$ cat config.mk
export PLATFORM = sky130hd
export DESIGN_NAME = load_cell_adc_tare_averager_core
export DESIGN_NICKNAME = d
export VERILOG_FILES = /design/src/hdl/lcta_pkg.sv /design/src/hdl/lcta_div.sv /design/src/hdl/lcta_datapath.sv /design/src/hdl/lcta_ctrl.sv /design/src/hdl/load_cell_adc_tare_averager_core.sv
export SDC_FILE = /design/constraint.sdc
export NUM_CORES = 1
export LEC_CHECK = 0
export BUFFER_PORTS_ARGS = -buffer_cell sky130_fd_sc_hd__buf_4
export CORE_UTILIZATION = 30
export CTS_BUF_LIST = sky130_fd_sc_hd__clkbuf_8 sky130_fd_sc_hd__clkbuf_16
export DETAILED_ROUTE_END_ITERATION = 10
export GPL_ROUTABILITY_DRIVEN = 0
export PLACE_DENSITY_LB_ADDON = 0.3
export SKIP_CTS_REPAIR_TIMING = 1
export SLEW_MARGIN = 20
export SYNTH_ARGS = -nofsm -noshare
export SYNTH_HDL_FRONTEND = slang
export SYNTH_SLANG_ARGS = --single-unit
export TNS_END_PERCENT = 5
$ cat constraint.sdc
create_clock -name clk_i -period 6.3 [get_ports clk_i]
set_clock_uncertainty 0.1 [all_clocks]
set_input_delay 0.945 -clock clk_i [delete_from_list [all_inputs] [get_ports clk_i]]
set_output_delay 0.945 -clock clk_i [all_outputs]
set_load 0.05 [all_outputs]
$ cat src/hdl/lcta_pkg.sv
// ----------------------------------------------------------------------------
// lcta_pkg
// Shared types, widths and constants of the load cell converter reader.
// ----------------------------------------------------------------------------
package lcta_pkg;

  localparam int unsigned ROUNDS_DEF      = 10;
  localparam int unsigned SAMPLE_BITS_DEF = 24;

  localparam int unsigned HALF_W     = 10;
  localparam int unsigned TIMEOUT_W  = 24;
  localparam int unsigned DIVR_W     = 16;
  localparam int unsigned SUM_W      = 28;
  localparam int unsigned WEIGHT_W   = 24;
  localparam int unsigned BIT_CNT_W  = 5;
  localparam int unsigned GOOD_W     = 4;
  localparam int unsigned CFG_IDX_W  = 3;
  localparam int unsigned CFG_DATA_W = 28;

  // shared divider: SUM_W-bit dividend, DIVR_W-bit divisor, one bit a cycle
  localparam int unsigned DIV_W     = SUM_W;
  localparam int unsigned DIV_CNT_W = $clog2(DIV_W);

  localparam logic [HALF_W-1:0]    HALF_PERIOD_RST = HALF_W'(100);
  localparam logic [HALF_W-1:0]    TRAIL_RST       = HALF_W'(20);
  localparam logic [TIMEOUT_W-1:0] TIMEOUT_RST     = TIMEOUT_W'(150000);
  localparam logic [DIVR_W-1:0]    DIVIDER_RST     = DIVR_W'(80);
  localparam logic [SUM_W-1:0]     SUM_OFFSET_RST  = SUM_W'(5000);

  // configuration register indexes
  localparam logic [CFG_IDX_W-1:0] CFG_HALF_PERIOD = 3'd0;
  localparam logic [CFG_IDX_W-1:0] CFG_TRAIL       = 3'd1;
  localparam logic [CFG_IDX_W-1:0] CFG_TIMEOUT     = 3'd2;
  localparam logic [CFG_IDX_W-1:0] CFG_DIVIDER     = 3'd3;
  localparam logic [CFG_IDX_W-1:0] CFG_SUM_OFFSET  = 3'd4;

  typedef enum logic [2:0] {
    PH_WAIT,
    PH_HIGH,
    PH_LOW,
    PH_TRAIL_HIGH,
    PH_TRAIL_LOW
  } phase_e;

  typedef enum logic [2:0] {
    ST_IDLE,
    ST_EVAL,
    ST_DIV_SAMPLE,
    ST_ACCUM,
    ST_DIV_AVG,
    ST_PUSH
  } ctrl_state_e;

  typedef enum logic {
    DIV_SEL_SAMPLE,
    DIV_SEL_AVG
  } div_sel_e;

  typedef struct packed {
    logic data_pin;
    logic tare_request;
  } in_t;

  typedef struct packed {
    logic                clock_pin;
    logic                weight_valid;
    logic [WEIGHT_W-1:0] weight;
    logic                tare_done;
    logic                timed_out;
  } out_t;

  typedef struct packed {
    logic     latch;
    logic     tick;
    logic     div_start;
    div_sel_e div_sel;
    logic     load_q;
    logic     accum;
    logic     store_avg;
    logic     push;
  } cmd_t;

  typedef struct packed {
    logic conv_end;
    logic tare_mode;
    logic div_done;
    logic round_done;
    logic out_free;
  } stat_t;

endpackage

$ cat src/hdl/lcta_div.sv
// ----------------------------------------------------------------------------
// lcta_div
// Restoring divider, one quotient bit per cycle, shared by the per-sample
// scaling and the final average.
// ----------------------------------------------------------------------------
module lcta_div (
  input  logic                       clk_i,
  input  logic                       rst_ni,
  input  logic                       start_i,
  input  logic [lcta_pkg::DIV_W-1:0]  dividend_i,
  input  logic [lcta_pkg::DIVR_W-1:0] divisor_i,
  output logic                       done_o,
  output logic [lcta_pkg::DIV_W-1:0]  quotient_o
);
  import lcta_pkg::*;

  logic                 busy_q;
  logic                 done_q;
  logic [DIV_CNT_W-1:0] cnt_q;
  logic [DIV_W-1:0]     num_q, num_d;
  logic [DIVR_W-1:0]    den_q;
  logic [DIVR_W-1:0]    rem_q, rem_d;
  logic [DIVR_W:0]      rem_sh;
  logic                 ge;
  logic                 last;

  always_comb begin
    rem_sh = {rem_q, num_q[DIV_W-1]};
    ge     = rem_sh >= {1'b0, den_q};
    rem_d  = ge ? DIVR_W'(rem_sh - {1'b0, den_q}) : rem_sh[DIVR_W-1:0];
    num_d  = {num_q[DIV_W-2:0], ge};
    last   = cnt_q == DIV_CNT_W'(DIV_W - 1);
  end

  always_ff @(posedge clk_i or negedge rst_ni) begin
    if (!rst_ni) begin
      busy_q <= 1'b0;
      done_q <= 1'b0;
      cnt_q  <= '0;
      num_q  <= '0;
      den_q  <= '0;
      rem_q  <= '0;
    end else begin
      done_q <= busy_q && last;
      if (start_i) begin
        busy_q <= 1'b1;
        cnt_q  <= '0;
        num_q  <= dividend_i;
        den_q  <= divisor_i;
        rem_q  <= '0;
      end else if (busy_q) begin
        num_q <= num_d;
        rem_q <= rem_d;
        cnt_q <= cnt_q + 1'b1;
        if (last) begin
          busy_q <= 1'b0;
        end
      end
    end
  end

  assign done_o     = done_q;
  assign quotient_o = num_q;

endmodule

$ cat src/hdl/lcta_datapath.sv
// ----------------------------------------------------------------------------
// lcta_datapath
// Configuration registers, serial clock phase machine, tare correction,
// sample accumulation and the output register.
// ----------------------------------------------------------------------------
module lcta_datapath #(
  parameter int unsigned ROUNDS      = lcta_pkg::ROUNDS_DEF,
  parameter int unsigned SAMPLE_BITS = lcta_pkg::SAMPLE_BITS_DEF
) (
  input  logic                           clk_i,
  input  logic                           rst_ni,
  input  logic                           cfg_we_i,
  input  logic [lcta_pkg::CFG_IDX_W-1:0]  cfg_idx_i,
  input  logic [lcta_pkg::CFG_DATA_W-1:0] cfg_wdata_i,
  input  lcta_pkg::in_t                  in_data_i,
  input  logic                           out_stall_i,
  output logic                           out_valid_o,
  output lcta_pkg::out_t                 out_data_o,
  input  lcta_pkg::cmd_t                 cmd_i,
  output lcta_pkg::stat_t                stat_o
);
  import lcta_pkg::*;

  // configuration
  logic [HALF_W-1:0]    half_q, trail_q;
  logic [TIMEOUT_W-1:0] timeout_q;
  logic [DIVR_W-1:0]    divider_q;
  logic [SUM_W-1:0]     offset_q;

  // converter read state
  phase_e                 phase_q, phase_d;
  logic [TIMEOUT_W-1:0]   tick_q, tick_d;
  logic [BIT_CNT_W-1:0]   bit_q, bit_d;
  logic [SAMPLE_BITS-1:0] shift_q, shift_d;
  logic                   din_q;

  // averaging state
  logic [WEIGHT_W-1:0] v_q;
  logic [SUM_W-1:0]    sum_q;
  logic [GOOD_W-1:0]   good_q;
  logic [WEIGHT_W-1:0] tare_base_q;
  logic                tare_mode_q;
  logic                pending_q;

  out_t res_q;
  out_t out_q;
  logic out_valid_q;

  logic [TIMEOUT_W-1:0]   tick_inc;
  logic [HALF_W-1:0]      lim_raw, lim;
  logic                   half_done;
  logic [BIT_CNT_W-1:0]   bit_inc;
  logic                   clk_c, tout_c, conv_end_c;
  logic [SAMPLE_BITS-1:0] raw_s;
  logic [WEIGHT_W-1:0]    raw, diff;
  logic [SUM_W-1:0]       sum_new, avg_num;
  logic [GOOD_W-1:0]      good_new;
  logic                   v_nz, round_done;
  logic [DIVR_W-1:0]      div_den;
  logic [DIV_W-1:0]       div_num, div_quo;
  logic                   div_done;

  // one tick of the serial read
  always_comb begin
    tick_inc   = tick_q + 1'b1;
    lim_raw    = (phase_q == PH_HIGH || phase_q == PH_LOW) ? half_q : trail_q;
    lim        = (lim_raw == '0) ? HALF_W'(1) : lim_raw;
    half_done  = tick_inc >= TIMEOUT_W'(lim);
    bit_inc    = bit_q + 1'b1;
    phase_d    = phase_q;
    tick_d     = tick_inc;
    bit_d      = bit_q;
    shift_d    = shift_q;
    clk_c      = 1'b0;
    tout_c     = 1'b0;
    conv_end_c = 1'b0;
    case (phase_q)
      PH_WAIT: begin
        if (!din_q) begin
          phase_d = PH_HIGH;
          tick_d  = '0;
          bit_d   = '0;
          shift_d = '0;
        end else if (tick_inc >= timeout_q) begin
          tick_d = '0;
          tout_c = 1'b1;
        end
      end
      PH_HIGH: begin
        clk_c = 1'b1;
        if (half_done) begin
          tick_d  = '0;
          phase_d = PH_LOW;
        end
      end
      PH_LOW: begin
        if (half_done) begin
          tick_d  = '0;
          shift_d = {shift_q[SAMPLE_BITS-2:0], din_q};
          bit_d   = bit_inc;
          phase_d = (bit_inc >= BIT_CNT_W'(SAMPLE_BITS)) ? PH_TRAIL_HIGH : PH_HIGH;
        end
      end
      PH_TRAIL_HIGH: begin
        clk_c = 1'b1;
        if (half_done) begin
          tick_d  = '0;
          phase_d = PH_TRAIL_LOW;
        end
      end
      PH_TRAIL_LOW: begin
        if (half_done) begin
          tick_d     = '0;
          phase_d    = PH_WAIT;
          conv_end_c = 1'b1;
        end
      end
      default: begin
        phase_d = PH_WAIT;
        tick_d  = '0;
      end
    endcase
  end

  // sign flip to offset binary, then tare correction
  always_comb begin
    raw_s = shift_q ^ (SAMPLE_BITS'(1) << (SAMPLE_BITS - 1));
    raw   = WEIGHT_W'(raw_s);
    diff  = (raw < tare_base_q) ? '0 : raw - tare_base_q;
  end

  always_comb begin
    v_nz       = v_q != '0;
    sum_new    = sum_q + SUM_W'(v_q);
    good_new   = good_q + 1'b1;
    round_done = v_nz && (good_new >= GOOD_W'(ROUNDS));
    if (tare_mode_q) begin
      avg_num = sum_new;
    end else begin
      avg_num = (sum_new <= offset_q) ? '0 : sum_new - offset_q;
    end
    if (cmd_i.div_sel == DIV_SEL_AVG) begin
      div_num = avg_num;
      div_den = DIVR_W'(ROUNDS);
    end else begin
      div_num = DIV_W'(diff);
      div_den = (divider_q == '0) ? DIVR_W'(1) : divider_q;
    end
  end

  lcta_div u_div (
    .clk_i      (clk_i),
    .rst_ni     (rst_ni),
    .start_i    (cmd_i.div_start),
    .dividend_i (div_num),
    .divisor_i  (div_den),
    .done_o     (div_done),
    .quotient_o (div_quo)
  );

  always_ff @(posedge clk_i or negedge rst_ni) begin
    if (!rst_ni) begin
      half_q    <= HALF_PERIOD_RST;
      trail_q   <= TRAIL_RST;
      timeout_q <= TIMEOUT_RST;
      divider_q <= DIVIDER_RST;
      offset_q  <= SUM_OFFSET_RST;
    end else if (cfg_we_i) begin
      case (cfg_idx_i)
        CFG_HALF_PERIOD: half_q    <= cfg_wdata_i[HALF_W-1:0];
        CFG_TRAIL:       trail_q   <= cfg_wdata_i[HALF_W-1:0];
        CFG_TIMEOUT:     timeout_q <= cfg_wdata_i[TIMEOUT_W-1:0];
        CFG_DIVIDER:     divider_q <= cfg_wdata_i[DIVR_W-1:0];
        CFG_SUM_OFFSET:  offset_q  <= cfg_wdata_i[SUM_W-1:0];
        default: ;
      endcase
    end
  end

  always_ff @(posedge clk_i or negedge rst_ni) begin
    if (!rst_ni) begin
      phase_q     <= PH_WAIT;
      tick_q      <= '0;
      bit_q       <= '0;
      shift_q     <= '0;
      din_q       <= 1'b1;
      v_q         <= '0;
      sum_q       <= '0;
      good_q      <= '0;
      tare_base_q <= '0;
      tare_mode_q <= 1'b0;
      pending_q   <= 1'b0;
      res_q       <= '0;
    end else begin
      if (cmd_i.latch) begin
        din_q <= in_data_i.data_pin;
        if (in_data_i.tare_request) begin
          pending_q <= 1'b1;
        end
      end
      if (cmd_i.tick) begin
        phase_q            <= phase_d;
        tick_q             <= tick_d;
        bit_q              <= bit_d;
        shift_q            <= shift_d;
        res_q.clock_pin    <= clk_c;
        res_q.timed_out    <= tout_c;
        res_q.weight_valid <= 1'b0;
        res_q.tare_done    <= 1'b0;
        res_q.weight       <= '0;
        if (conv_end_c) begin
          v_q <= tare_mode_q ? raw : diff;
        end
      end
      if (cmd_i.load_q) begin
        v_q <= div_quo[WEIGHT_W-1:0];
      end
      if (cmd_i.accum && v_nz) begin
        if (round_done) begin
          sum_q              <= '0;
          good_q             <= '0;
          res_q.weight_valid <= !tare_mode_q;
          res_q.tare_done    <= tare_mode_q;
          tare_mode_q        <= pending_q;
          pending_q          <= 1'b0;
        end else begin
          sum_q  <= sum_new;
          good_q <= good_new;
        end
      end
      if (cmd_i.store_avg) begin
        if (res_q.tare_done) begin
          tare_base_q <= div_quo[WEIGHT_W-1:0];
        end else begin
          res_q.weight <= div_quo[WEIGHT_W-1:0];
        end
      end
    end
  end

  // output register
  always_ff @(posedge clk_i or negedge rst_ni) begin
    if (!rst_ni) begin
      out_valid_q <= 1'b0;
      out_q       <= '0;
    end else if (cmd_i.push) begin
      out_valid_q <= 1'b1;
      out_q       <= res_q;
    end else if (out_valid_q && !out_stall_i) begin
      out_valid_q <= 1'b0;
    end
  end

  assign out_valid_o = out_valid_q;
  assign out_data_o  = out_q;

  assign stat_o.conv_end   = conv_end_c;
  assign stat_o.tare_mode  = tare_mode_q;
  assign stat_o.div_done   = div_done;
  assign stat_o.round_done = round_done;
  assign stat_o.out_free   = !out_valid_q || !out_stall_i;

endmodule

$ cat src/hdl/lcta_ctrl.sv
// ----------------------------------------------------------------------------
// lcta_ctrl
// Sequencer: takes one tick, steps the read, runs the divisions and hands
// the result to the output register.
// ----------------------------------------------------------------------------
module lcta_ctrl (
  input  logic            clk_i,
  input  logic            rst_ni,
  input  logic            in_valid_i,
  output logic            in_stall_o,
  input  lcta_pkg::stat_t stat_i,
  output lcta_pkg::cmd_t  cmd_o
);
  import lcta_pkg::*;

  ctrl_state_e state_q, state_d;

  always_ff @(posedge clk_i or negedge rst_ni) begin
    if (!rst_ni) begin
      state_q <= ST_IDLE;
    end else begin
      state_q <= state_d;
    end
  end

  always_comb begin
    state_d = state_q;
    case (state_q)
      ST_IDLE: begin
        if (in_valid_i) begin
          state_d = ST_EVAL;
        end
      end
      ST_EVAL: begin
        if (!stat_i.conv_end) begin
          state_d = ST_PUSH;
        end else if (stat_i.tare_mode) begin
          state_d = ST_ACCUM;
        end else begin
          state_d = ST_DIV_SAMPLE;
        end
      end
      ST_DIV_SAMPLE: begin
        if (stat_i.div_done) begin
          state_d = ST_ACCUM;
        end
      end
      ST_ACCUM: begin
        state_d = stat_i.round_done ? ST_DIV_AVG : ST_PUSH;
      end
      ST_DIV_AVG: begin
        if (stat_i.div_done) begin
          state_d = ST_PUSH;
        end
      end
      ST_PUSH: begin
        if (stat_i.out_free) begin
          state_d = ST_IDLE;
        end
      end
      default: state_d = ST_IDLE;
    endcase
  end

  always_comb begin
    cmd_o      = '0;
    in_stall_o = 1'b1;
    case (state_q)
      ST_IDLE: begin
        in_stall_o  = 1'b0;
        cmd_o.latch = in_valid_i;
      end
      ST_EVAL: begin
        cmd_o.tick      = 1'b1;
        cmd_o.div_sel   = DIV_SEL_SAMPLE;
        cmd_o.div_start = stat_i.conv_end && !stat_i.tare_mode;
      end
      ST_DIV_SAMPLE: begin
        cmd_o.load_q = stat_i.div_done;
      end
      ST_ACCUM: begin
        cmd_o.accum     = 1'b1;
        cmd_o.div_sel   = DIV_SEL_AVG;
        cmd_o.div_start = stat_i.round_done;
      end
      ST_DIV_AVG: begin
        cmd_o.div_sel   = DIV_SEL_AVG;
        cmd_o.store_avg = stat_i.div_done;
      end
      ST_PUSH: begin
        cmd_o.push = stat_i.out_free;
      end
      default: ;
    endcase
  end

endmodule

$ cat src/hdl/load_cell_adc_tare_averager_core.sv
// ----------------------------------------------------------------------------
// load_cell_adc_tare_averager_core
// Tick-driven serial reader for a 24-bit bridge converter with tare
// subtraction and averaging.
// ----------------------------------------------------------------------------
// Each input beat is one tick: the sampled data/ready line and a tare request.
// Each tick returns exactly one output beat with the serial clock level and
// the status flags. Ticks are processed one at a time. An ordinary tick
// passes through the accept, evaluate and push states. Its output beat is
// registered by the push, and the next beat is accepted only after it. The
// shared bit-serial divider produces 28 quotient bits and then raises done.
// The tick that ends a conversion adds the accumulate state, plus a sample
// divide in measure mode. When that sample completes an average, the average
// divide follows before the push. A stalled output holds the push state.
// ----------------------------------------------------------------------------
module load_cell_adc_tare_averager_core #(
  parameter int unsigned ROUNDS      = lcta_pkg::ROUNDS_DEF,
  parameter int unsigned SAMPLE_BITS = lcta_pkg::SAMPLE_BITS_DEF
) (
  input  logic                           clk_i,
  input  logic                           rst_ni,
  input  logic                           cfg_we_i,
  input  logic [lcta_pkg::CFG_IDX_W-1:0]  cfg_idx_i,
  input  logic [lcta_pkg::CFG_DATA_W-1:0] cfg_wdata_i,
  input  logic                           in_valid_i,
  output logic                           in_stall_o,
  input  lcta_pkg::in_t                  in_data_i,
  output logic                           out_valid_o,
  input  logic                           out_stall_i,
  output lcta_pkg::out_t                 out_data_o
);
  import lcta_pkg::*;

  cmd_t  cmd;
  stat_t stat;

  lcta_ctrl u_ctrl (
    .clk_i      (clk_i),
    .rst_ni     (rst_ni),
    .in_valid_i (in_valid_i),
    .in_stall_o (in_stall_o),
    .stat_i     (stat),
    .cmd_o      (cmd)
  );

  lcta_datapath #(
    .ROUNDS      (ROUNDS),
    .SAMPLE_BITS (SAMPLE_BITS)
  ) u_dp (
    .clk_i       (clk_i),
    .rst_ni      (rst_ni),
    .cfg_we_i    (cfg_we_i),
    .cfg_idx_i   (cfg_idx_i),
    .cfg_wdata_i (cfg_wdata_i),
    .in_data_i   (in_data_i),
    .out_stall_i (out_stall_i),
    .out_valid_o (out_valid_o),
    .out_data_o  (out_data_o),
    .cmd_i       (cmd),
    .stat_o      (stat)
  );

endmodule

After elaboration in Yosys (flattened, before gate mapping)
Index checks and enable logic that the tools add are counted.
{"block": "totals", "reg_bits": 354, "input_bits": 38, "out_inout_bits": 30, "wordCells": 185}
{"block": "classes", "n_addsub": 8, "order_cmp": 7, "eq_ne": 23, "n_mux": 77, "bitwise": 1, "n_reduce_logical": 35}
{"cell": "24-bit 2-to-1 mux", "n": 12}
{"cell": "28-bit 2-to-1 mux", "n": 6}
{"cell": "24-bit case mux with 2 select lines", "n": 2}
{"cell": "16-bit 2-to-1 mux", "n": 5}
{"cell": "3-bit 2-to-1 mux", "n": 10}
{"cell": "1-bit 2-to-1 mux", "n": 29}
{"cell": "28-bit by 24-bit adder with 28-bit output", "n": 1}
{"cell": "28-bit less-or-equal comparator", "n": 1}
{"cell": "28-bit subtractor", "n": 1}
{"cell": "27-bit 2-to-1 mux", "n": 1}
{"cell": "24-bit by 1-bit adder with 24-bit output (second input constant)", "n": 1}
{"cell": "24-bit by 10-bit greater-or-equal comparator with 1-bit output", "n": 1}
{"cell": "24-bit greater-or-equal comparator", "n": 1}
{"cell": "24-bit < comparator", "n": 1}
{"cell": "24-bit nonzero test", "n": 1}
{"cell": "24-bit subtractor", "n": 1}
{"cell": "10-bit 2-to-1 mux", "n": 2}
{"cell": "5-bit 2-to-1 mux", "n": 4}
{"cell": "3-bit by 2-bit equality test with 1-bit output (second input constant)", "n": 6}
{"cell": "3-bit case mux with 6 select lines", "n": 1}
{"cell": "17-bit by 16-bit greater-or-equal comparator with 1-bit output", "n": 1}
{"cell": "16-bit logical NOT", "n": 1}
{"cell": "2-bit AND reduction", "n": 8}
{"cell": "16-bit subtractor", "n": 1}
{"cell": "other kinds (25)", "n": 53}

Longest topological paths before layout
Gate-level depths: netlist of the first run.
{"block": "depth", "depth_word": 11, "depth_mapped": 23, "ltp_nobuf": 20}

By module
Synthesis of the first run repeated with hierarchy kept, for this count alone.
{"block": "hier_totals", "cells_unflattened": 2391, "hier_area_um2": 22200.0}
{"module": "lcta_datapath", "instances": 1, "cells_each": 1919, "area_per_inst_um2": 17827.1, "seq_area_each_um2": 7133.1}
{"module": "lcta_div", "instances": 1, "cells_each": 435, "area_per_inst_um2": 4081.4, "seq_area_each_um2": 1676.6}
{"module": "lcta_ctrl", "instances": 1, "cells_each": 37, "area_per_inst_um2": 291.5, "seq_area_each_um2": 75.1}

Worst setup path after synthesis of the first run
OpenSTA, ideal clock, no wires.
{"block": "synth_path", "kind": "reg2reg", "from": "register u_dp.sum_q[0]", "to": "register u_dp.u_div.num_q[13], in the netlist u_dp.u_div.quotient_o[13]", "setup_ns": 0.083, "arrival_time_ns": 4.696, "required_ns": 6.117, "slack_ns": 1.422, "path_stages_with_launch": 21, "path_buffers": 3, "period_less_slack_ns": 4.878, "path_cell_list": "dfrtp_1 > ha_1 > fa_1 > a21oi_1 > nand4b_1 > a211oi_1 > o311a_1 > o2111a_1 > nor3_1 > nor2_1 > ha_1 > clkbuf_1 > nand4_1 > or2_2 > o311ai_1 > o21ba_2 > clkbuf_1 > clkbuf_1 > a221oi_1 > a211o_1 > o21ai_0"}
{"block": "synth_between", "elab_chain_len": 6, "elab_cells_between_ends": 7, "classes_between": "add/sub (2); order compare (1); mux (4)"}
{"item": "start, declared", "line": "lcta_datapath.sv:39", "text": "logic [SUM_W-1:0] sum_q;"}
{"item": "start signal, assigned", "line": "lcta_datapath.sv:227", "text": "sum_q <= sum_new;"}
{"item": "28-bit by 24-bit adder with 28-bit output *", "line": "lcta_datapath.sv:134", "text": "sum_new = sum_q + SUM_W'(v_q);"}
{"item": "28-bit subtractor or 28-bit less-or-equal comparator (tied branches)", "line": "lcta_datapath.sv:140", "text": "avg_num = (sum_new <= offset_q) ? '0 : sum_new - offset_q;"}
{"item": "28-bit 2-to-1 mux", "line": "lcta_datapath.sv:140"}
{"item": "28-bit 2-to-1 mux *", "line": "lcta_datapath.sv:137", "text": "if (tare_mode_q) begin"}
{"item": "28-bit 2-to-1 mux *", "line": "lcta_datapath.sv:142", "text": "if (cmd_i.div_sel == DIV_SEL_AVG) begin"}
{"item": "28-bit 2-to-1 mux *", "line": "lcta_div.sv:45", "text": "if (start_i) begin"}
{"item": "end signal, assigned", "line": "lcta_div.sv:48", "text": "num_q <= dividend_i;"}
{"item": "end signal, assigned", "line": "lcta_div.sv:52", "text": "num_q <= num_d;"}
{"item": "end, declared", "line": "lcta_div.sv:20", "text": "logic [DIV_W-1:0] num_q, num_d;"}
Every way passes the cells marked *; elsewhere a longest branch is shown, timed or not.
A chain may end at the register's enable or synchronous reset.

Worst setup path after layout of the first run
{"block": "layout_path", "from": "register u_dp.v_q[0]", "to": "register u_dp.u_div.num_q[19], in the netlist u_dp.u_div.quotient_o[19]"}
{"block": "layout_between", "elab_chain_len": 6, "elab_cells_between_ends": 11, "classes_between": "add/sub (2); order compare (1); mux (5); reduce/logical (3)"}
{"item": "start, declared", "line": "lcta_datapath.sv:38", "text": "logic [WEIGHT_W-1:0] v_q;"}
{"item": "start signal, assigned", "line": "lcta_datapath.sv:212", "text": "v_q <= tare_mode_q ? raw : diff;"}
{"item": "start signal, assigned", "line": "lcta_datapath.sv:216", "text": "v_q <= div_quo[WEIGHT_W-1:0];"}
{"item": "28-bit by 24-bit adder with 28-bit output", "line": "lcta_datapath.sv:134"}
{"item": "28-bit subtractor or 28-bit less-or-equal comparator (tied branches)", "line": "lcta_datapath.sv:140"}
{"item": "28-bit 2-to-1 mux", "line": "lcta_datapath.sv:140"}
{"item": "28-bit 2-to-1 mux", "line": "lcta_datapath.sv:137"}
{"item": "28-bit 2-to-1 mux", "line": "lcta_datapath.sv:142"}
{"item": "28-bit 2-to-1 mux", "line": "lcta_div.sv:45"}
Parallel ways exist; a longest one is shown, timed or not.

==> results.cfg, run 1 <==
[cells_and_area]
num-nets-final = 2625
fill_cells = 7461
syn2layout_area_growth_pct = 12.5
diodes = 0
drive_gt1_frac = 0.131

[sta]
fin_ws_ns = 0.709
slew_headroom = 0.241
post-route-period-util = 0.888
hold_viol_final = 0
rsz0062_at_grt = false
setup_viol = 0
tns_ns = 0
finalCriticalPeriod_ns = 5.59
worst_pin_slew_ns = 1.13
slew_viol_final = 0
max_freq_mhz = 179

[grt]
gr-total-overflow = 0
grt_pass1_wl_um = 101000
antenna_found_initial = 3
grt_start_max_net_pins = 134
grt_pass1_vias = 18000
grt_usage = 0.167

[placement]
dp.final_hpwl_um = 46200
dpl_worst_slack_ns = 0.888
io_buffers = 67

[synth]
ys_async_sr_fraction = 1.00
ys_top_cells_by_area = dfrtp_1 38%, ha_1 7.4%, nand2_1 5.9%
synth_warnings = 0
synth-edff-count = 0
ys_seq_elements = 354
syn_nets = 2615
yosys.area.top_type = dfrtp_1
synth_area_sq_um = 22200
synth_top_family_by_area = compound AO/OA/AOI/OAI gates
netlist.area_leader.share = 0.375
synth_most_common_cell = nand2_1
synthSimpleGateAreaFrac = 0.165
synth_compound_gate_area_share = 0.201
synthTopCellsByCount = 348 x nand2_1, 333 x dfrtp_1, 215 x o21ai_0
synth_ff_type = dfrtp_1
synthAdderAreaFrac = 0.0780
ys_types = 89
synthXorXnorAreaFrac = 0.0363
yosysSeqAreaShare = 0.400
muxShareOfSynthArea = 0.0730
postSynthAreaPerCell_sq_um = 9.09
netlist_instances = 2441

[floorplanning]
dieWidth_um = 274
die_area_sq_um = 75100
core-area_sq_um = 73100
num_rows = 99
initial_core_util = 0.304
pin_count = 68
fp.dieH_um = 274

[critical_path]
r2r-start = u_dp.v_q[0]$_DFFE_PN0P_
cp_max_fo = 27
worstSetupPathType = register to register
rrSetupSlack_ns = 0.71
critPathLaunchType = register
critical_path.max_stage_delay_ns = 0.74
critPathMostFrequentCell = ha_1
end_kind = register
critPathTopFamily = compound AO/OA/AOI/OAI gates
crit_start = u_dp.v_q[0]$_DFFE_PN0P_
worstPathRequired_ns = 6.66
worst_ep_arrival_time_ns = 5.95
crit_buf_inv = 0
cpMaxStageDelayCell = o21ba_2
cp_cell_sequence = ha_1, fa_1, a21oi_1, nand4b_1, a211oi_1, o311a_1, o2111a_1, nor3_1, nor2_1, ha_1, nand4_1, or2_2, o311ai_1, o21ba_2, a221oi_1, or3_1, o21ai_0

[job]
drv_cap = 0

[cts]
cts_root_buffer = clkbuf_16
clk_path_buf_depth = 3
cts_tree = done
clk_latency_ns = 0.58
htree_levels = 2
clk_pin_slew_ns = 0.06
cts_buffers = 40
cts_sinks = 354

[routing]
detail_route.wl_per_cell_um = 18.4
drt-initial-drc-count = 1428
vias = 18400
drtAntennaViolNets = 0
viasPerCell = 5.35
drc = 0
drt_pass1_iterations = 5
wl_um = 63100

[pwr]
ir_drop_v = 0.000224
p_leak_nw = 11.3
p_per_area_nw_per_um2 = 294

[worst_hold_path]
hold_path_class = primary input to asynchronous set/reset pin

[outcome]
status = complete, no violations
[area by class of cell]
cell class                 instances  area, sq um  share of cell area
clock buffer                      45         1070              0.0429
inverter                         134          503              0.0201
sequential                       354         8890               0.356
clock inverter                    26          268              0.0107
multi-input combinational       1829        12300               0.493
timing repair buffer              92          723              0.0290
tap                              959         1200              0.0481
[placed cells by master (no fill, tap or decap), types with 24 or more instances in the layout]
cell,netlist,final
a211oi_1,38,38
nor3_1,55,54
inv_1,134,140
a21oi_1,112,112
clkbuf_16,0,40
nand2_1,348,348
o21ai_0,215,215
buf_4,10,89
ha_1,132,132
xnor2_1,61,61
a22o_1,24,24
nor2_1,111,109
a21o_1,42,42
nor2b_1,26,26
mux2i_1,47,47
xor2_1,31,31
o22ai_1,38,38
and2_1,27,27
mux2_2,102,102
dfrtp_1,333,331
nand3_1,58,58
[layer usage]
metal,part of all wire,GRT usage
met5,0,0
met4,0.028,0.0510
met3,0.037,0.0198
met2,0.48,0.284
met1,0.45,0.221
[flip-flops by register name, indices dropped and copies added (netlist names), 16 cells and up]
signal                 flops
u_dp.divider_q            16
u_dp.timeout_q            24
u_dp.u_div.den_q          16
u_dp.offset_q             28
u_dp.v_q                  24
u_dp.u_div.rem_q          16
u_dp.shift_q              24
u_dp.out_data_o           28
u_dp.sum_q                28
u_dp.tick_q               24
u_dp.u_div.quotient_o     28
u_dp.res_q                28
u_dp.tare_base_q          24
[where the power goes]
group / leakage, nW / switching [W] / internal (W) / total (W)
Clock: 0.686 / 0.00100 / 0.00142 / 0.00243
Combinational: 5.92 / 0.00144 / 0.000817 / 0.00225
Sequential: 4.70 / 0.000161 / 0.00249 / 0.00265
[stage by stage]
step / total power [W] / hold slack, ns / utilization / instances / area [sq um]
global placement: 0.00489 / 0.357 / 0.323 / 3368 / 23600
CTS: 0.00741 / 0.304 / 0.342 / 3439 / 25000
floorplan: 0.00423 / 0.339 / - / 2441 / 22200
global route: 0.00775 / 0.331 / 0.342 / 3439 / 25000
detailed placement: 0.00494 / 0.369 / 0.323 / 3368 / 23600
finish: 0.00733 / 0.280 / 0.342 / 3439 / 25000
[path summary, 6_finish.rpt]
check | endpoint | depth (start not counted)
setup / recovery | u_dp.u_div.quotient_o[19]$_DFFE_PN0P_ | 17
hold / removal | u_dp.out_data_o[12]$_DFFE_PN0P_ | 1
setup reg to reg | u_dp.u_div.quotient_o[19]$_DFFE_PN0P_ | 17
hold reg to reg | u_dp.tare_mode_q$_DFFE_PN0P_ | 2
max in group asynchronous | u_dp.tick_q[5]$_DFFE_PN0P_ | 2
min in group clk_i | u_dp.tare_mode_q$_DFFE_PN0P_ | 2
[kinds of logic after synthesis]
logic type,after synthesis
adder cells (fa/ha/maj),136
XOR/XNOR,92
buffers and inverters,258
AO/OA/AOI/OAI,683
AND/OR/NAND/NOR,769
multiplexers,149
flip-flops,354
(Power assumes the default switching activity.)
==> run 2, diff against run 1 <==
==> constraint.sdc (replaced) <==
create_clock -name clk_i -period 4.7 [get_ports clk_i]
set_clock_uncertainty 0.1 [all_clocks]
set_input_delay 0.705 -clock clk_i [delete_from_list [all_inputs] [get_ports clk_i]]
set_output_delay 0.705 -clock clk_i [all_outputs]
set_load 0.05 [all_outputs]
==> run 2 against run 1 <==
The flow now finishes with violations (negative hold slack, negative setup slack). Total power grew 40%. Global-route usage increased by 0.52 points. Routed wire length up 3.7%. Core utilization is 2.2 points higher. First-iteration DRC count down 5.6%. Non-clock buffer count up 141. Die area unchanged. Combinational power is 51% higher. Critical path type unchanged.
==> results.cfg, run 2 (synthesis results as in run 1) <==
[worst_hold_path]
hold_path_class = primary input to asynchronous set/reset pin

[routing]
route.met3.wl_um = 2300
vias = 18800
drc = 0
drt_pass1_iterations = 7
wl_met1_um = 29300
drt-initial-drc-count = 1348
detail_route.wl_per_cell_um = 18.3
routed.top_layer = met4
wl_um = 65500
drtAntennaViolNets = 0
viasPerCell = 5.25
wl_met2_um = 32100

[floorplanning]
fp.dieH_um = 274
num_rows = 99
pin_count = 68
dieWidth_um = 274
core-area_sq_um = 73100
initial_core_util = 0.304
die_area_sq_um = 75100

[critical_path]
end_kind = register
worstReg2RegEnd = u_dp.u_div.quotient_o[23]$_DFFE_PN0P_
crit_start = u_dp.sum_q[0]$_DFFE_PN0P_
worstPathRequired_ns = 5.04
critPathLaunchType = register
r2r_cells = 21
worst_ep_arrival_time_ns = 5.15
worstSetupPathType = register to register
rrSetupSlack_ns = -0.10
cp_max_fo = 10
r2r-start = u_dp.sum_q[0]$_DFFE_PN0P_

[cells_and_area]
drive_gt1_frac = 0.199
num-nets-final = 2767
seq_area_sq_um = 8890
finalNonFillerCells = 3583
multi_input_area_sq_um = 12600
fill_cells = 7376
final_common_cell = nand2_1
syn2layout_area_growth_pct = 19.6
mostFrequentLayoutCells = 348 x nand2_1, 331 x dfrtp_1, 219 x buf_4
diodes = 0

[grt]
grt_start_max_net_pins = 136
grt_usage = 0.172
antenna_found_initial = 0
grt_pass1_wl_um = 104000
gr-total-overflow = 0
grt_pass1_vias = 18500

[sta]
worst_hold_slack_ns = -0.00789
rsz0062_at_grt = true
fin_ws_ns = -0.101
finalCriticalPeriod_ns = 4.80
slew_headroom = 0.296
slew_viol_final = 0
hold_viol_final = 6
setup_viol = 18
max_freq_mhz = 208
worst_pin_slew_ns = 1.05
post-route-period-util = 1.02

[cts]
htree_levels = 2
clk_pin_slew_ns = 0.06
clk_path_buf_depth = 3
cts_root_buffer = clkbuf_16
clk_latency_ns = 0.59
cts_sinks = 354
cts_tree = done
cts_buffers = 41

[placement]
dp_cells = 3502
io_buffers = 67
dp.final_hpwl_um = 48400

[job]
drv_cap = 0

[pwr]
finalPower_w = 0.0103
ir_drop_v = 0.000423
p_leak_nw = 12.2
p_per_area_nw_per_um2 = 387

[outcome]
status = complete, but fails checks
violations = negative hold slack, negative setup slack
-- run 2: cell types whose count changed in the layout (fill, tap and decap cells not counted), moves of 7 or more --
cell | before | now
buf_4 | 89 | 219
o21ai_0 | 215 | 205
o21ai_1 | 9 | 16
a21oi_2 | 0 | 10
a21oi_1 | 112 | 102
buf_12 | 2 | 12
-- run 2: report_power, final --
part	switching (W)	leakage [nW]	total, W	internal [W]
Combinational	0.00206	6.80	0.00339	0.00133
Clock	0.00135	0.708	0.00334	0.00199
Sequential	0.000205	4.70	0.00354	0.00334
Total	0.00362	12.2	0.0103	0.00666
-- run 2: cell type report --
cell class | instances | area share
Multi-Input combinational cell | 1829 | 0.476
Inverter | 134 | 0.0189
Tap cell | 959 | 0.0452
Timing Repair Buffer | 233 | 0.0725
Sequential cell | 354 | 0.335
Clock buffer | 48 | 0.0423
Clock inverter | 26 | 0.0107
-- run 2: per-layer routing --
layer / up-vias / GRT usage
li1: 9095 / -
met1: 9238 / 0.223
met2: 376 / 0.296
met3: 99 / 0.0234
met4: 0 / 0.0528
met5: - / 0
-- run 2: stage by stage --
step	utilization	setup WS, ns	hold WS [ns]	TNS [ns]	area, sq um
global placement	0.339	-0.229	0.356	-3.93	24800
CTS	0.358	-0.425	0.00369	-9.48	26200
detailed placement	0.339	-0.379	0.368	-8.29	24800
floorplan	-	0.0107	0.309	0	22200
global route	0.363	-0.242	0.0327	-4.95	26600
finish	0.363	-0.101	-0.00789	-0.653	26600
-- run 2: worst max path at each step --
stage | endpoint | slack, ns | depth (start not counted)
2_1_floorplan | u_dp.u_div.quotient_o[12]$_DFFE_PN0P_ | 0.01 | 21
6_report | u_dp.u_div.quotient_o[23]$_DFFE_PN0P_ | -0.10 | 21
5_1_grt | u_dp.u_div.quotient_o[23]$_DFFE_PN0P_ | -0.24 | 21
3_5_place_dp | u_dp.u_div.quotient_o[23]$_DFFE_PN0P_ | -0.38 | 21
3_3_place_gp | u_dp.u_div.quotient_o[23]$_DFFE_PN0P_ | -0.23 | 21
4_1_cts | u_dp.u_div.quotient_o[23]$_DFFE_PN0P_ | -0.43 | 21
-- run 2: worst max-delay path, stage by stage, from the launching register on --
cell,delay (ns)
dfrtp_1,0.39
ha_2,0.20
fa_2,0.37
a21oi_2,0.18
nand4b_1,0.18
a211oi_2,0.11
o311a_1,0.36
o2111a_1,0.30
o2111ai_2,0.19
o41ai_2,0.12
or2_4,0.26
ha_4,0.17
a211oi_4,0.23
o21bai_2,0.10
a211oi_2,0.23
o21ai_2,0.09
buf_4,0.14
o21ba_4,0.23
clkbuf_16,0.18
a221o_1,0.33
a21oi_2,0.11
o22ai_1,0.09
==> run 3, diff against run 2 <==
--- a/config.mk
+++ b/config.mk
@@ -10,6 +10,7 @@
 export CTS_BUF_LIST = sky130_fd_sc_hd__clkbuf_8 sky130_fd_sc_hd__clkbuf_16
 export DETAILED_ROUTE_END_ITERATION = 10
 export GPL_ROUTABILITY_DRIVEN = 0
+export GPL_TIMING_DRIVEN = 0
 export PLACE_DENSITY_LB_ADDON = 0.3
 export SKIP_CTS_REPAIR_TIMING = 1
 export SLEW_MARGIN = 20
==> run 3 against run 2 <==
The run ends with negative setup slack left. Non-clock buffer count fell by 11. Total power grew 1.9%. Global-route usage increased by 1.2 points. Core utilization shrank 0.23 points. Via count grew 1.1%. Combinational power rose by 2%. Die area stayed put. Flip-flop and latch count stayed put. Critical endpoint is now u_dp.u_div.quotient_o[9]$_DFFE_PN0P_. Highest routed layer unchanged.
==> results.cfg, run 3 (synthesis results as in run 1) <==
[pwr]
ir_drop_v = 0.000259
p_leak_nw = 11.9
p_per_area_nw_per_um2 = 397
finalPower_w = 0.0105

[floorplanning]
dieWidth_um = 274
core-area_sq_um = 73100
num_rows = 99
die_area_sq_um = 75100
pin_count = 68
fp.dieH_um = 274
initial_core_util = 0.304

[critical_path]
worst_ep_arrival_time_ns = 5.39
cp_max_fo = 4
worstSetupPathType = register to register
critPathLaunchType = register
cp_cell_sequence = ha_4, fa_2, a21oi_2, nand4b_1, a211oi_2, o311a_1, o2111a_2, o2111ai_2, o41ai_2, or2_4, ha_4, a211oi_2, o21bai_1, a211oi_2, o21ai_2, o21ai_2, o21ba_4, buf_12, a221oi_1, or3_1, o21ai_0
crit_start = u_dp.v_q[0]$_DFFE_PN0P_
critical_path.max_stage_delay_ns = 0.48
r2r_cells = 21
end_kind = register
r2r-start = u_dp.v_q[0]$_DFFE_PN0P_
cpMaxStageDelayCell = a221oi_1
worstPathRequired_ns = 5.06
critPathMostFrequentCell = a211oi_2

[cells_and_area]
num-nets-final = 2758
syn2layout_area_growth_pct = 18.9
diodes = 0
final_common_cell = nand2_1
mostFrequentLayoutCells = 347 x nand2_1, 331 x dfrtp_1, 207 x o21ai_0
drive_gt1_frac = 0.173
fill_cells = 7484
fin_util = 0.361

[sta]
slew_headroom = 0.287
fin_ws_ns = -0.328
post-route-period-util = 1.07
setup_viol = 28
finalCriticalPeriod_ns = 5.03
slew_viol_final = 0
hold_viol_final = 0
max_freq_mhz = 199
worst_hold_slack_ns = 0.00172
tns_ns = -5.37
worst_pin_slew_ns = 1.07
rsz0062_at_grt = true

[routing]
drt_pass1_iterations = 5
drc = 0
wl_um = 70700
viasPerCell = 5.32
detail_route.wl_per_cell_um = 19.8
drtAntennaViolNets = 0
vias = 19000
drt-initial-drc-count = 1379

[outcome]
status = complete, but fails checks
violations = negative setup slack

[grt]
grt_pass1_vias = 17900
gr-total-overflow = 0
grt_pass1_wl_um = 108000
grt_start_max_net_pins = 99
grt_usage = 0.185
antenna_found_initial = 0

[cts]
cts_tree = done
htree_levels = 2
clk_pin_slew_ns = 0.06
clk_path_buf_depth = 3
cts_root_buffer = clkbuf_16
clk_latency_ns = 0.59
cts_buffers = 42
cts_sinks = 354

[worst_hold_path]
hold_path_class = primary input to asynchronous set/reset pin

[placement]
io_buffers = 67
dp.final_hpwl_um = 52700
dpl_worst_slack_ns = -0.982

[job]
drv_cap = 0
-- run 3: layout make-up --
class,instances,area [sq um],share of cell area
multi-input combinational,1830,12900,0.488
timing repair buffer,106,915,0.0347
buffer,116,543,0.0206
clock buffer,48,1140,0.0434
clock inverter,30,313,0.0119
tap,959,1200,0.0455
sequential,354,8890,0.337
inverter,134,503,0.0191
-- run 3: critical path: cells and delay by family (launching register included) --
kind	cells	cell delay, ns
AND/OR/NAND/NOR	3	0.63
AO/OA/AOI/OAI	14	2.85
flip-flops	1	0.44
buffers and inverters	1	0.14
adder cells (fa/ha/maj)	3	0.76
-- run 3: worst paths after layout --
path                                                   endpoint  slack [ns]
max                        u_dp.u_div.quotient_o[9]$_DFFE_PN0P_       -0.33
min                             u_dp.out_data_o[10]$_DFFE_PN0P_       0.002
max reg2reg                u_dp.u_div.quotient_o[9]$_DFFE_PN0P_       -0.33
min reg2reg                        u_dp.tare_mode_q$_DFFE_PN0P_        0.38
max in group asynchronous                u_dp.din_q$_DFFE_PN1P_        3.14
min in group clk_i               u_dp.timeout_q[23]$_DFFE_PN0P_        0.25
-- run 3: metrics by stage --
step,cells,area [sq um]
floorplan,2441,22200
global placement,3467,23900
detailed placement,3471,24000
CTS,3549,25500
global route,3577,26400
finish,3577,26400
-- run 3: routing by layer --
layer | track usage | vias to the layer above | routed length [um]
met5 | 0 | - | 0
met4 | 0.0507 | 0 | 1820
met3 | 0.0227 | 97 | 3340
met2 | 0.301 | 478 | 32900
met1 | 0.256 | 9360 | 32600
li1 | - | 9083 | -
-- run 3: where the power goes --
group	switching, W	internal, W
Combinational	0.00214	0.00131
Sequential	0.000223	0.00334
Clock	0.00142	0.00204
